===== config.mk =====
export PLATFORM = sky130hd
export DESIGN_NAME = geq_ram
export DESIGN_NICKNAME = d
export VERILOG_FILES = /design/src/sv/geq_ram.sv
export SDC_FILE = /design/constraint.sdc
export NUM_CORES = 1
export LEC_CHECK = 0
export BUFFER_PORTS_ARGS = -buffer_cell sky130_fd_sc_hd__buf_2
export CAP_MARGIN = 20
export CORE_UTILIZATION = 40
export CTS_BUF_LIST = sky130_fd_sc_hd__clkbuf_8
export CTS_CLUSTER_DIAMETER = 50
export CTS_CLUSTER_SIZE = 28
export DETAILED_ROUTE_END_ITERATION = 16
export GPL_TIMING_DRIVEN = 0
export HOLD_SLACK_MARGIN = 0.06
export PLACE_DENSITY = 0.61
export REMOVE_ABC_BUFFERS = 1
export SYNTH_ARGS = -nofsm -noshare
export SYNTH_HDL_FRONTEND = slang
export SYNTH_SLANG_ARGS = --single-unit

===== constraint.sdc =====
create_clock -name clock -period 3.7 [get_ports clock]
set_input_delay 0.185 -clock clock [delete_from_list [all_inputs] [get_ports clock]]
set_output_delay 0.185 -clock clock [all_outputs]
set_load 0.01 [all_outputs]

===== src/sv/geq_ram.sv =====
// generic single-write, single-read ram with registered read data
module geq_ram #(
   parameter int WIDTH = 32,
   parameter int DEPTH = 16,
   localparam int AW = (DEPTH > 1) ? $clog2(DEPTH) : 1
) (
   input  logic             clock,
   input  logic             wr_en,
   input  logic [AW-1:0]    wr_addr,
   input  logic [WIDTH-1:0] wr_data,
   input  logic             rd_en,
   input  logic [AW-1:0]    rd_addr,
   output logic [WIDTH-1:0] rd_data
);

   logic [WIDTH-1:0] mem_ff [DEPTH];
   logic [WIDTH-1:0] rd_data_ff;

   always_ff @(posedge clock) begin
      if (wr_en) begin
         mem_ff[wr_addr] <= wr_data;
      end
      if (rd_en) begin
         rd_data_ff <= mem_ff[rd_addr];
      end
   end

   assign rd_data = rd_data_ff;

endmodule


## Yosys cells after proc, flatten, opt, wreduce, memory -nomap -nowiden

Memory sizes are Yosys's and may differ from the RTL's. A register that Yosys moved wholly into a read port is not among the register bits.
Cells that the tools add are included.

- Bits of input ports: 43
- Memories kept: 1
- Register bits: 0
- Bits in writable memories: 512

- Multiplexer cells: 2

Memories:

| name | words | width | rd ports | clocked after Yosys merged registers in | wr ports | RTL line | text |
|---|---|---|---|---|---|---|---|
| mem_ff | 16 | 32 | 1 | 1 | 1 | 16 | `logic [WIDTH-1:0] mem_ff [DEPTH];` |

Operators with widths:

| kind | count |
|---|---|
| 1-bit 2-to-1 mux | 2 |

## Logic depth before layout (Yosys ltp)

- Word-level depth: 2
- Gate-level depth with buffers: 5
- Gate-level depth less buffers: 3

## Worst setup path after synthesis

OpenSTA, ideal clock, no wires.

- Path type: input port to flip-flop
- Start point: input wr_addr[2]
- End point: memory mem_ff[0][0], enable pin
- Cell stages on the path: 2
- Buffers on the path: 0
- Arrival: 2.903 ns
- Setup slack: 0.335 ns
- Library setup time: 0.461 ns
- Path through: or3b_2 -> nor3_1

RTL lines:

| item | RTL line | text |
|---|---|---|
| start, declared | 9 | `input logic [AW-1:0] wr_addr,` |
| end, declared | 16 |  |

Straight into the memory's write port.

## Worst setup path after layout

- Start point: input wr_addr[1]
- End point: memory mem_ff[5][23], enable pin

Straight into the memory's write port.

==> flow_metrics.env <==
export IMPL_cts_tree="built"
export IMPL_core_rowCount=81
export IMPL_dpl_cell_area_um2=22000
export IMPL_die_area_um2=51300
export IMPL_grt_usage_pct=16.8
export IMPL_root_buffer="clkbuf_8"
export IMPL_setup_viol=0
export IMPL_initialDrtViolationCount=910
export IMPL_design_area_um2=23300
export IMPL_worst_pin_slew_ps=914
export IMPL_cap_viol_max_count=0
export IMPL_path_clk_slew_ps=120
export IMPL_antenna_found_initial=0
export IMPL_yosysUniqueCellTypes=17
export IMPL_drt_antenna_violating_nets=0
export IMPL_skew_ps=34.0
export IMPL_design_core_area_um2=49400
export IMPL_portBuffers=74
export IMPL_gp_congestion=0.659
export IMPL_clock_path_buffers=3
export IMPL_rsz0062_at_grt="no"
export IMPL_hold_viol_final=0
export IMPL_pin_count=75
export IMPL_cts_sinks=544
export IMPL_status="completed"
export IMPL_final_setup_tns_ps=0
export IMPL_dp_cells=1572
export IMPL_detail_route_wl_per_cell_um=24.7
export IMPL_start_util_pct=40.9
export IMPL_cp_data_required_time_ps=4010
export IMPL_layout_nets=1028
export IMPL_relSlewSlack_pct=38.9
export IMPL_arrival_ps=2340
export IMPL_layout_cells_non_filler=1680
export IMPL_avgSynthCellArea_um2=24.1
export IMPL_power_total_mw=11.2
export IMPL_cp_end_kind="register"
export IMPL_grt_pass1_wl_mm=62.1
export IMPL_synth_seq_cells=544
export IMPL_netlist_instances=838
export IMPL_drive_above_1_share_pct=32.5
export IMPL_critPathKind="in2reg"
export IMPL_clk_insertion_delay_late_ps=630
export IMPL_ys_seq_area_share_pct=81.0
export IMPL_routed_wl_mm=41.4
export IMPL_min_period_ps=2030
export IMPL_critPathLaunchType="input port"
export IMPL_cts_buffers=40
export IMPL_grt_ovfl_total=0
export IMPL_antenna_cells=0
export IMPL_syn2layout_area_growth_pct=15.6
export IMPL_worst_path_max_fanout=19
export IMPL_dpl_hpwl_mm=24.5
export IMPL_detailroute_via_count=9099
export IMPL_drc_errors=0
export IMPL_peakVddDrop_v=0.000274
export IMPL_vias_per_cell=5.42
export IMPL_yosys_warnings=0
export IMPL_grt_pass1_vias=9434
export IMPL_die_h_um=227
export IMPL_die_x_um=227
export IMPL_syn_area_um2=20200
export IMPL_whs_ps=58.5
export IMPL_post_route_period_util_pct=54.8
export IMPL_leakagePower_nw=7.32
export IMPL_hold_class="in2reg"
export IMPL_clock_fmax_mhz=493
export IMPL_nFillCells=4007
export IMPL_cts_repair_resized=0
export IMPL_finalMaxSlewViolations=0
export IMPL_grt_max_degree=69
export IMPL_drt_first_pass_iters=4
export IMPL_h_tree_depth=2
export IMPL_powerDensity_nw_per_um2=481
[cells by family (layout without fill, tap and decap cells)]
kind of cell | count (synthesis) | count (layout) | share of synthesized area, %
buffers and inverters | 43 | 221 | 1.10
DFF | 544 | 544 | 81.0
and+or+nand+nor | 59 | 59 | 1.25
muxes | 128 | 128 | 14.3
AOI/OAI and AO/OA | 64 | 64 | 2.38
[area by class of cell]
| class | count | area (µm²) | area share, % |
|---|---|---|---|
| multi-input combinational | 251 | 3750 | 16.1 |
| sequential | 544 | 16300 | 70.1 |
| clock buffer | 41 | 564 | 2.42 |
| tap | 664 | 831 | 3.56 |
| timing repair buffer | 148 | 1430 | 6.12 |
| clock inverter | 32 | 407 | 1.74 |
[registers in the layout, summed over array words and instances, names as in the netlist]
register	count
mem_ff	512
rd_data	32
[synthesized netlist by cell type]
library cell | number | share of area [%]
a22oi_1 | 64 | 2.4
and2_1 | 1 | 0.031
buf_1 | 9 | 0.17
buf_2 | 4 | 0.099
buf_4 | 11 | 0.41
buf_6 | 2 | 0.11
clkbuf_1 | 17 | 0.32
edfxtp_1 | 544 | 81
mux4_2 | 128 | 14
nand2_1 | 33 | 0.61
nand2b_1 | 2 | 0.062
nand3_1 | 1 | 0.025
nand3b_1 | 2 | 0.074
nor2_1 | 13 | 0.24
nor2b_1 | 2 | 0.062
nor3_1 | 4 | 0.099
or3b_2 | 1 | 0.043
[report_power, final]
part           switching [mW]  internal [mW]
sequential             0.0323           6.93
clock                    2.18           1.41
combinational           0.369          0.284
[layout by cell type, fill, tap and decap left out, drive strengths merged, types with 4 or more instances in the layout]
master,count
a22oi,64
buf,113
clkbuf,41
clkinv,11
clkinvlp,4
dlygate4sd3,35
edfxtp,544
inv,14
mux4,128
nand2,33
nor2,13
nor3,4
[per-stage QoR]
step	utilization [%]	setup WS [ps]
6_report	47.2	1670
5_1_grt	47.2	1590
4_1_cts	47.2	1680
3_5_place_dp	44.6	1050
3_3_place_gp	42.9	-2830
2_1_floorplan	-	335
[worst paths after layout]
kind	endpoint	start	cells after the start	slack [ps]
max	mem_ff[5][23]	wr_addr[1]	5	1670
min	rd_data[20]	rd_en	1	60
max reg2reg	rd_data[15]	mem_ff[11][15]	3	2210
min reg2reg	rd_data[21]	mem_ff[12][21]	3	760
[repair_timing]
item / in CTS / in global routing
hold buffers: 35 / 0
buffers inserted: 0 / 0
endpoints found under the hold margin: 523 / 0
[critical path: stages]
cell and delay, ps:
dlygate4sd3_1 550, buf_2 190, nand2b_1 350, nor2_4 790, buf_16 250
[per-layer routing]
metal / vias up / part of all wire [%] / global-route usage [%]
li1: 3879 / - / -
met1: 4902 / 45 / 24.6
met2: 254 / 48 / 26.3
met3: 64 / 5.5 / 2.92
met4: 0 / 2.1 / 4.23
met5: - / 0 / 0
Note: power is estimated with default switching activity, not from simulation.
