## src/sv/geq_pkg.sv

```systemverilog
// shared types, constants and fixed-point helpers of the graphic equalizer
package geq_pkg;

   localparam int SAMPLE_W = 24;
   localparam int COEF_W   = 24;
   localparam int DLY_W    = 32;
   localparam int PROD_W   = DLY_W + COEF_W;
   localparam int ACC_W    = PROD_W + 2;
   localparam int FRAC_W   = 21;
   localparam int RND_W    = ACC_W - FRAC_W + 1;

   localparam logic [3:0] ACTIVE_BANDS_RST  = 4'd10;
   localparam logic [3:0] CHANNEL_COUNT_RST = 4'd2;

   // band-pass feedback constant, -1.0050 in q3.21
   localparam logic signed [COEF_W-1:0] MA_COEF = -24'sd2107638;

   localparam logic [ACC_W:0] ROUND_HALF =
      {{(ACC_W - FRAC_W + 1){1'b0}}, 1'b1, {(FRAC_W - 1){1'b0}}};

   localparam logic signed [DLY_W-1:0] MIN32 = {1'b1, {(DLY_W - 1){1'b0}}};
   localparam logic signed [DLY_W-1:0] MAX32 = {1'b0, {(DLY_W - 1){1'b1}}};

   typedef enum logic {
      OP_FILTER = 1'b0,
      OP_WRITE  = 1'b1
   } op_type;

   typedef enum logic [1:0] {
      COEF_A0   = 2'd0,
      COEF_A1   = 2'd1,
      COEF_B0   = 2'd2,
      COEF_GAIN = 2'd3
   } coef_sel_type;

   typedef enum logic [1:0] {
      CSR_ACTIVE_BANDS  = 2'd0,
      CSR_CHANNEL_COUNT = 2'd1
   } csr_index_type;

   typedef enum logic [1:0] {
      ACC_HOLD = 2'd0,
      ACC_LOAD = 2'd1,
      ACC_ADD  = 2'd2
   } acc_op_type;

   typedef struct packed {
      logic       mul_en;
      acc_op_type acc_op;
      logic       rnd_prod;
   } mac_ctrl_type;

   // round to q.23 (add half, floor), full width, no saturation
   function automatic logic signed [RND_W-1:0] round_q23(
      input logic signed [ACC_W-1:0] v);
      logic [ACC_W:0] t;
      t = {v[ACC_W-1], v} + ROUND_HALF;
      round_q23 = t[ACC_W:FRAC_W];
   endfunction

   // saturate a full-width rounded value to 32 bits
   function automatic logic signed [DLY_W-1:0] sat32(
      input logic signed [RND_W-1:0] s);
      if (s[RND_W-1:DLY_W-1] == {(RND_W - DLY_W + 1){s[DLY_W-1]}}) begin
         sat32 = s[DLY_W-1:0];
      end else if (s[RND_W-1]) begin
         sat32 = MIN32;
      end else begin
         sat32 = MAX32;
      end
   endfunction

   function automatic logic signed [DLY_W-1:0] add_sat32(
      input logic signed [DLY_W-1:0] a,
      input logic signed [DLY_W-1:0] b);
      logic [DLY_W:0] s;
      s = {a[DLY_W-1], a} + {b[DLY_W-1], b};
      if (s[DLY_W] == s[DLY_W-1]) begin
         add_sat32 = s[DLY_W-1:0];
      end else if (s[DLY_W]) begin
         add_sat32 = MIN32;
      end else begin
         add_sat32 = MAX32;
      end
   endfunction

   function automatic logic signed [SAMPLE_W-1:0] sat24(
      input logic signed [DLY_W-1:0] v);
      if (v[DLY_W-1:SAMPLE_W-1] == {(DLY_W - SAMPLE_W + 1){v[SAMPLE_W-1]}}) begin
         sat24 = v[SAMPLE_W-1:0];
      end else if (v[DLY_W-1]) begin
         sat24 = {1'b1, {(SAMPLE_W - 1){1'b0}}};
      end else begin
         sat24 = {1'b0, {(SAMPLE_W - 1){1'b1}}};
      end
   endfunction

endpackage

```

## src/sv/geq_mac.sv

```systemverilog
// shared multiply-accumulate unit with q.23 rounding and saturation
module geq_mac (
   input  logic                                clock,
   input  geq_pkg::mac_ctrl_type               ctrl,
   input  logic signed [geq_pkg::DLY_W-1:0]    op_a,
   input  logic signed [geq_pkg::COEF_W-1:0]   op_b,
   output logic signed [geq_pkg::DLY_W-1:0]    rnd,
   output logic signed [geq_pkg::RND_W-1:0]    rnd_full
);

   logic signed [geq_pkg::PROD_W-1:0] mul;
   logic signed [geq_pkg::PROD_W-1:0] prod_ff;
   logic signed [geq_pkg::PROD_W-1:0] prod_in;
   logic signed [geq_pkg::ACC_W-1:0]  acc_ff;
   logic signed [geq_pkg::ACC_W-1:0]  acc_in;
   logic signed [geq_pkg::ACC_W-1:0]  rnd_src;

   assign mul = op_a * op_b;

   always_comb begin
      prod_in = ctrl.mul_en ? mul : prod_ff;
      unique case (ctrl.acc_op)
         geq_pkg::ACC_HOLD: acc_in = acc_ff;
         geq_pkg::ACC_LOAD: acc_in = geq_pkg::ACC_W'(prod_ff);
         geq_pkg::ACC_ADD:  acc_in = acc_ff + geq_pkg::ACC_W'(prod_ff);
         default:           acc_in = acc_ff;
      endcase
      rnd_src  = ctrl.rnd_prod ? geq_pkg::ACC_W'(prod_ff) : acc_ff;
      rnd_full = geq_pkg::round_q23(rnd_src);
      rnd      = geq_pkg::sat32(rnd_full);
   end

   always_ff @(posedge clock) begin
      prod_ff <= prod_in;
      acc_ff  <= acc_in;
   end

endmodule

```

## config.mk

```make
export PLATFORM = sky130hd
export DESIGN_NAME = geq_mac
export DESIGN_NICKNAME = d
export VERILOG_FILES = /design/src/sv/geq_pkg.sv /design/src/sv/geq_mac.sv
export SDC_FILE = /design/constraint.sdc
export NUM_CORES = 2
export LEC_CHECK = 0
export BUFFER_PORTS_ARGS = -buffer_cell sky130_fd_sc_hd__buf_2
export CORE_MARGIN = 1
export CORE_UTILIZATION = 50
export CTS_CLUSTER_SIZE = 12
export DETAILED_ROUTE_END_ITERATION = 8
export PLACE_DENSITY = 0.67
export SETUP_SLACK_MARGIN = 0.2
export SKIP_CTS_REPAIR_TIMING = 1
export SLEW_MARGIN = 20
export SYNTH_ARGS = -nofsm -noshare
export SYNTH_HDL_FRONTEND = slang
export SYNTH_SLANG_ARGS = --single-unit
```

## constraint.sdc

```tcl
create_clock -name clock -period 23.6 [get_ports clock]
set_input_delay 4.72 -clock clock [delete_from_list [all_inputs] [get_ports clock]]
set_output_delay 4.72 -clock clock [all_outputs]
set_load 0.02 [all_outputs]
```

Word-level counts from Yosys, hierarchy flattened. Index checks and enable logic that the tools add are counted.

Flip-flop bits (word level): 114. Input port bits: 61. Word-level logic and storage cells: 13.

Mux-type cells: 4. Reduce and logical (&&, ||, !) cells: 1. $mul: 1. Equality and inequality tests: 3. Add/subtract/negate cells: 2.

Operator list (count): 58-bit case mux with 2 select lines (1); 32-bit two-way mux (2); 58-bit by 22-bit adder with 59-bit output (second input constant) (1); 58-bit by 56-bit adder with 58-bit output (1); 58-bit two-way mux (1); 32-bit by 24-bit multiplier with 56-bit output (1); 6-bit == test (1); 2-bit by 1-bit == test with 1-bit output (second input constant) (1); 2-bit == test (second input constant) (1); 2-bit nonzero test (1).

Logic depth before layout (Yosys ltp).
Depth after elaboration: 4. Gate-level depth with buffers: 27. Gate-level depth less buffers: 25.

Worst setup path after synthesis. Ideal clock, no wire load.

Kind: input to output. From: input port ctrl[0] in the netlist's numbering. To: output port rnd[0] in the netlist's numbering. Data arrival time: 9.562 ns. Buffers on the path: 8. Stages: 19. Path slack: 9.318 ns. Path through: buf_6 > buf_4 > buf_2 > buf_1 > buf_1 > clkbuf_1 > mux2_2 > ha_1 > inv_1 > a221oi_2 > nand3b_1 > nor4_4 > xnor2_1 > or4_1 > or3_4 > and2_4 > buf_6 > buf_8 > a21oi_1.

Longest elaborated chain between the ends: 4.

RTL lines: start, declared (RTL line geq_mac.sv:4) `input geq_pkg::mac_ctrl_type ctrl,`; 58-bit two-way mux (RTL line geq_mac.sv:28) `rnd_src = ctrl.rnd_prod ? geq_pkg::ACC_W'(prod_ff) : acc_ff;`; 58-bit by 22-bit adder with 59-bit output (RTL line geq_pkg.sv:57) `t = {v[ACC_W-1], v} + ROUND_HALF;`; named net rnd_full (one bit) (RTL line geq_mac.sv:8) `output logic signed [geq_pkg::RND_W-1:0] rnd_full`; 6-bit == test (RTL line geq_pkg.sv:64) `if (s[RND_W-1:DLY_W-1] == {(RND_W - DLY_W + 1){s[DLY_W-1]}}) begin`; 32-bit two-way mux (RTL line geq_pkg.sv:64); end, declared (RTL line geq_mac.sv:7) `output logic signed [geq_pkg::DLY_W-1:0] rnd,`.

The timed path passes the listed nets, and every way through them passes these cells.

Final worst setup path.
From: input port ctrl[0] in the netlist's numbering. To: output port rnd[4] in the netlist's numbering.

Longest elaborated chain between the ends: 4.

RTL lines (RTL line): 58-bit two-way mux * (geq_mac.sv:28); 58-bit by 22-bit adder with 59-bit output * (geq_pkg.sv:57); 6-bit == test / 32-bit two-way mux (equally long branches) (geq_pkg.sv:64, geq_pkg.sv:66); 32-bit two-way mux * (geq_pkg.sv:64).

Mark *: on every way between the ends. The rest lies on a longest branch, timed or not.

==> metrics <==
outcome=completed; Die Span X=273 um; CP arrival=8920 ps; worst skew pair latency=between 400 and 500 ps; Synth Area in Simple Gates=16.2%; worst endpoint required time=18880 ps; IO Port Bufs=130; Max Root-Sink Buffers=2; Row Count=99; MaxCap Viol Count=0; CP Max Fanout=82; commonest non-fill, non-tap cells in the layout=inv_1 (787), fa_1 (784), nand2_1 (489), and2_1 (369), ha_1 (208); DRT iter0 DRCs=1585; Layout area overhead=4.65%; total track usage=26.2%; async set or reset register ratio after synthesis=0%; Synth Instances=3946; Peak Freq=~0.073 GHz; clk root buf=clkbuf_16; gp weighted congestion=0.900; dpl ws=a little under 10000 ps; largest family of logic cells by synthesized area=adder cells; Die Ht=approximately 270 um; first-pass GRT wire length=153000 um; dominant synthesized flop cell=edfxtp_1; vias in the first global route=28.2k; Synth Area in Adders=49.8%; Final Critical Period=between 10000 and 15000 ps; core area=0.0728 sq mm; routed len/inst=~19 um; routed wire length=94300 um; CTS tree=built; Worst setup SP type=input pin; YS warnings=0; initial antenna violation count=1; final hold viol count=0; Seq. cell area=0.00342 sq mm; Worst Clk Skew=between 8 and 9 ps; total gr overflow=0; clock sink count=114; post-synthesis compound-gate area fraction=7.47%; routed vias/inst=5.52; Placed Area=0.0379 sq mm; final worst slack=between 9000 and 10000 ps; # fillers=6814; multiplexer area fraction after synthesis=3.66%; multi-input logic area=0.0296 sq mm; FF+latch count, synth=between 100 and 150; Hold Slack=~580 ps; Vias=about 27k; Post-synth EDFFs=114; num ports=131; commonest non-fill, non-tap cell in the layout=inv_1; setup tns final=0 ps; part of the Yosys area used for sequential elements=9.30%; fin. max-slew vios=0; share of cells above drive strength 1=roughly 7%; hold crit path type=reg2reg; Mapped Nets=5000; Final setup viols=0; period utilisation layout=57.8%; RSZ-0062 raised after global routing=no; Num CTS Buffers=17; Final ANT Viol Nets=0; Worst-path clk slew=roughly 60 ps; largest net degree at the start of global routing=83; final net count=4959; Synth Area in XOR/XNOR=under 10%; Initial Utilization=50.5%; post-detail-place hpwl=72100 um; final instance area=0.0385 sq mm; Synth cell types=79; Avg Cell Area, Syn=9.33 sq um; Worst-Margin Slew=977 ps; crit path kind=in2out; H-tree depth=4; die area=0.0747 sq mm; headroom to the max-slew limit=34.9%; number of remaining DRC errors=0; crit path capture type=output pin; mapped cell area=0.0368 sq mm; Ant. Diodes=0; DR pass1 iterations=5
-- registers in the layout, indices dropped and copies added (netlist names) --
name / cells
acc_ff: 58
prod_ff: 56
-- path summary, 6_finish.rpt --
check	startpoint	to	slack, ps	cells past startpoint
worst min-delay path	prod_ff[17]	acc_ff[17]	580	1
worst max register to register	prod_ff[5]	acc_ff[36]	19430	10
worst min register to register	prod_ff[17]	acc_ff[17]	580	1
worst max-delay path	ctrl[0]	rnd[4]	9960	11
-- Yosys cell counts, types with 15 or more instances --
cell type | n | area share [%]
o21a_1 | 16 | 0.33
nand2_1 | 489 | 5.0
mux2_2 | 53 | 1.6
nand3_1 | 54 | 0.73
inv_1 | 788 | 8.0
a21oi_1 | 130 | 1.8
mux2_4 | 28 | 1.1
ha_1 | 209 | 7.1
a211oi_1 | 15 | 0.31
o21ai_0 | 67 | 0.91
o21bai_1 | 18 | 0.37
clkbuf_1 | 185 | 1.9
nor2b_1 | 43 | 0.73
nor3_1 | 31 | 0.42
and3_1 | 22 | 0.37
xor2_1 | 55 | 1.3
mux2i_1 | 33 | 0.90
nor2_1 | 80 | 0.82
and2_1 | 369 | 6.3
xnor2_1 | 87 | 2.1
edfxtp_1 | 114 | 9.3
nand2b_1 | 20 | 0.34
nand4_1 | 21 | 0.36
fa_1 | 784 | 43
a21o_1 | 63 | 1.3
-- critical path, stage by stage --
cell and delay [ps]:
buf_4 660, nand4_1 230, a222oi_1 800, nand4_2 380, nor3_2 300, xnor2_1 110
or4_1 530, or3_4 350, and2_4 330, mux2_4 340, buf_2 160
-- cell families after synthesis --
kind of cell	Yosys count
mux	114
simple gates	1181
buf+inv	985
flops	114
fa+ha+maj	993
xor+xnor	142
compound gates	417
-- metal layers --
metal	GRT usage, %	routed length, um
met2	42.5	43800
met3	3.67	7050
met5	0	8
met1	37.3	41900
met4	5.54	1650
-- metrics by stage --
stage | util (%) | std cells
after floorplan | - | 3946
after global placement | 52.0 | 4845
after detailed placement | 52.0 | 4845
after CTS | 52.9 | 4877
after global routing | 52.9 | 4877
final | 52.9 | 4877
-- layout make-up --
class                      count  share of cell area (%)
clock buffer                  17                    1.10
clock inverter                15                   0.474
inverter                     788                    7.68
multi-input combinational   2847                    76.9
sequential                   114                    8.89
tap                          959                    3.12
timing repair buffer         137                    1.83
Power is left out: the tool's default activity adds up to more than one toggle a clock period on the data nets, which glitch-free logic cannot reach.
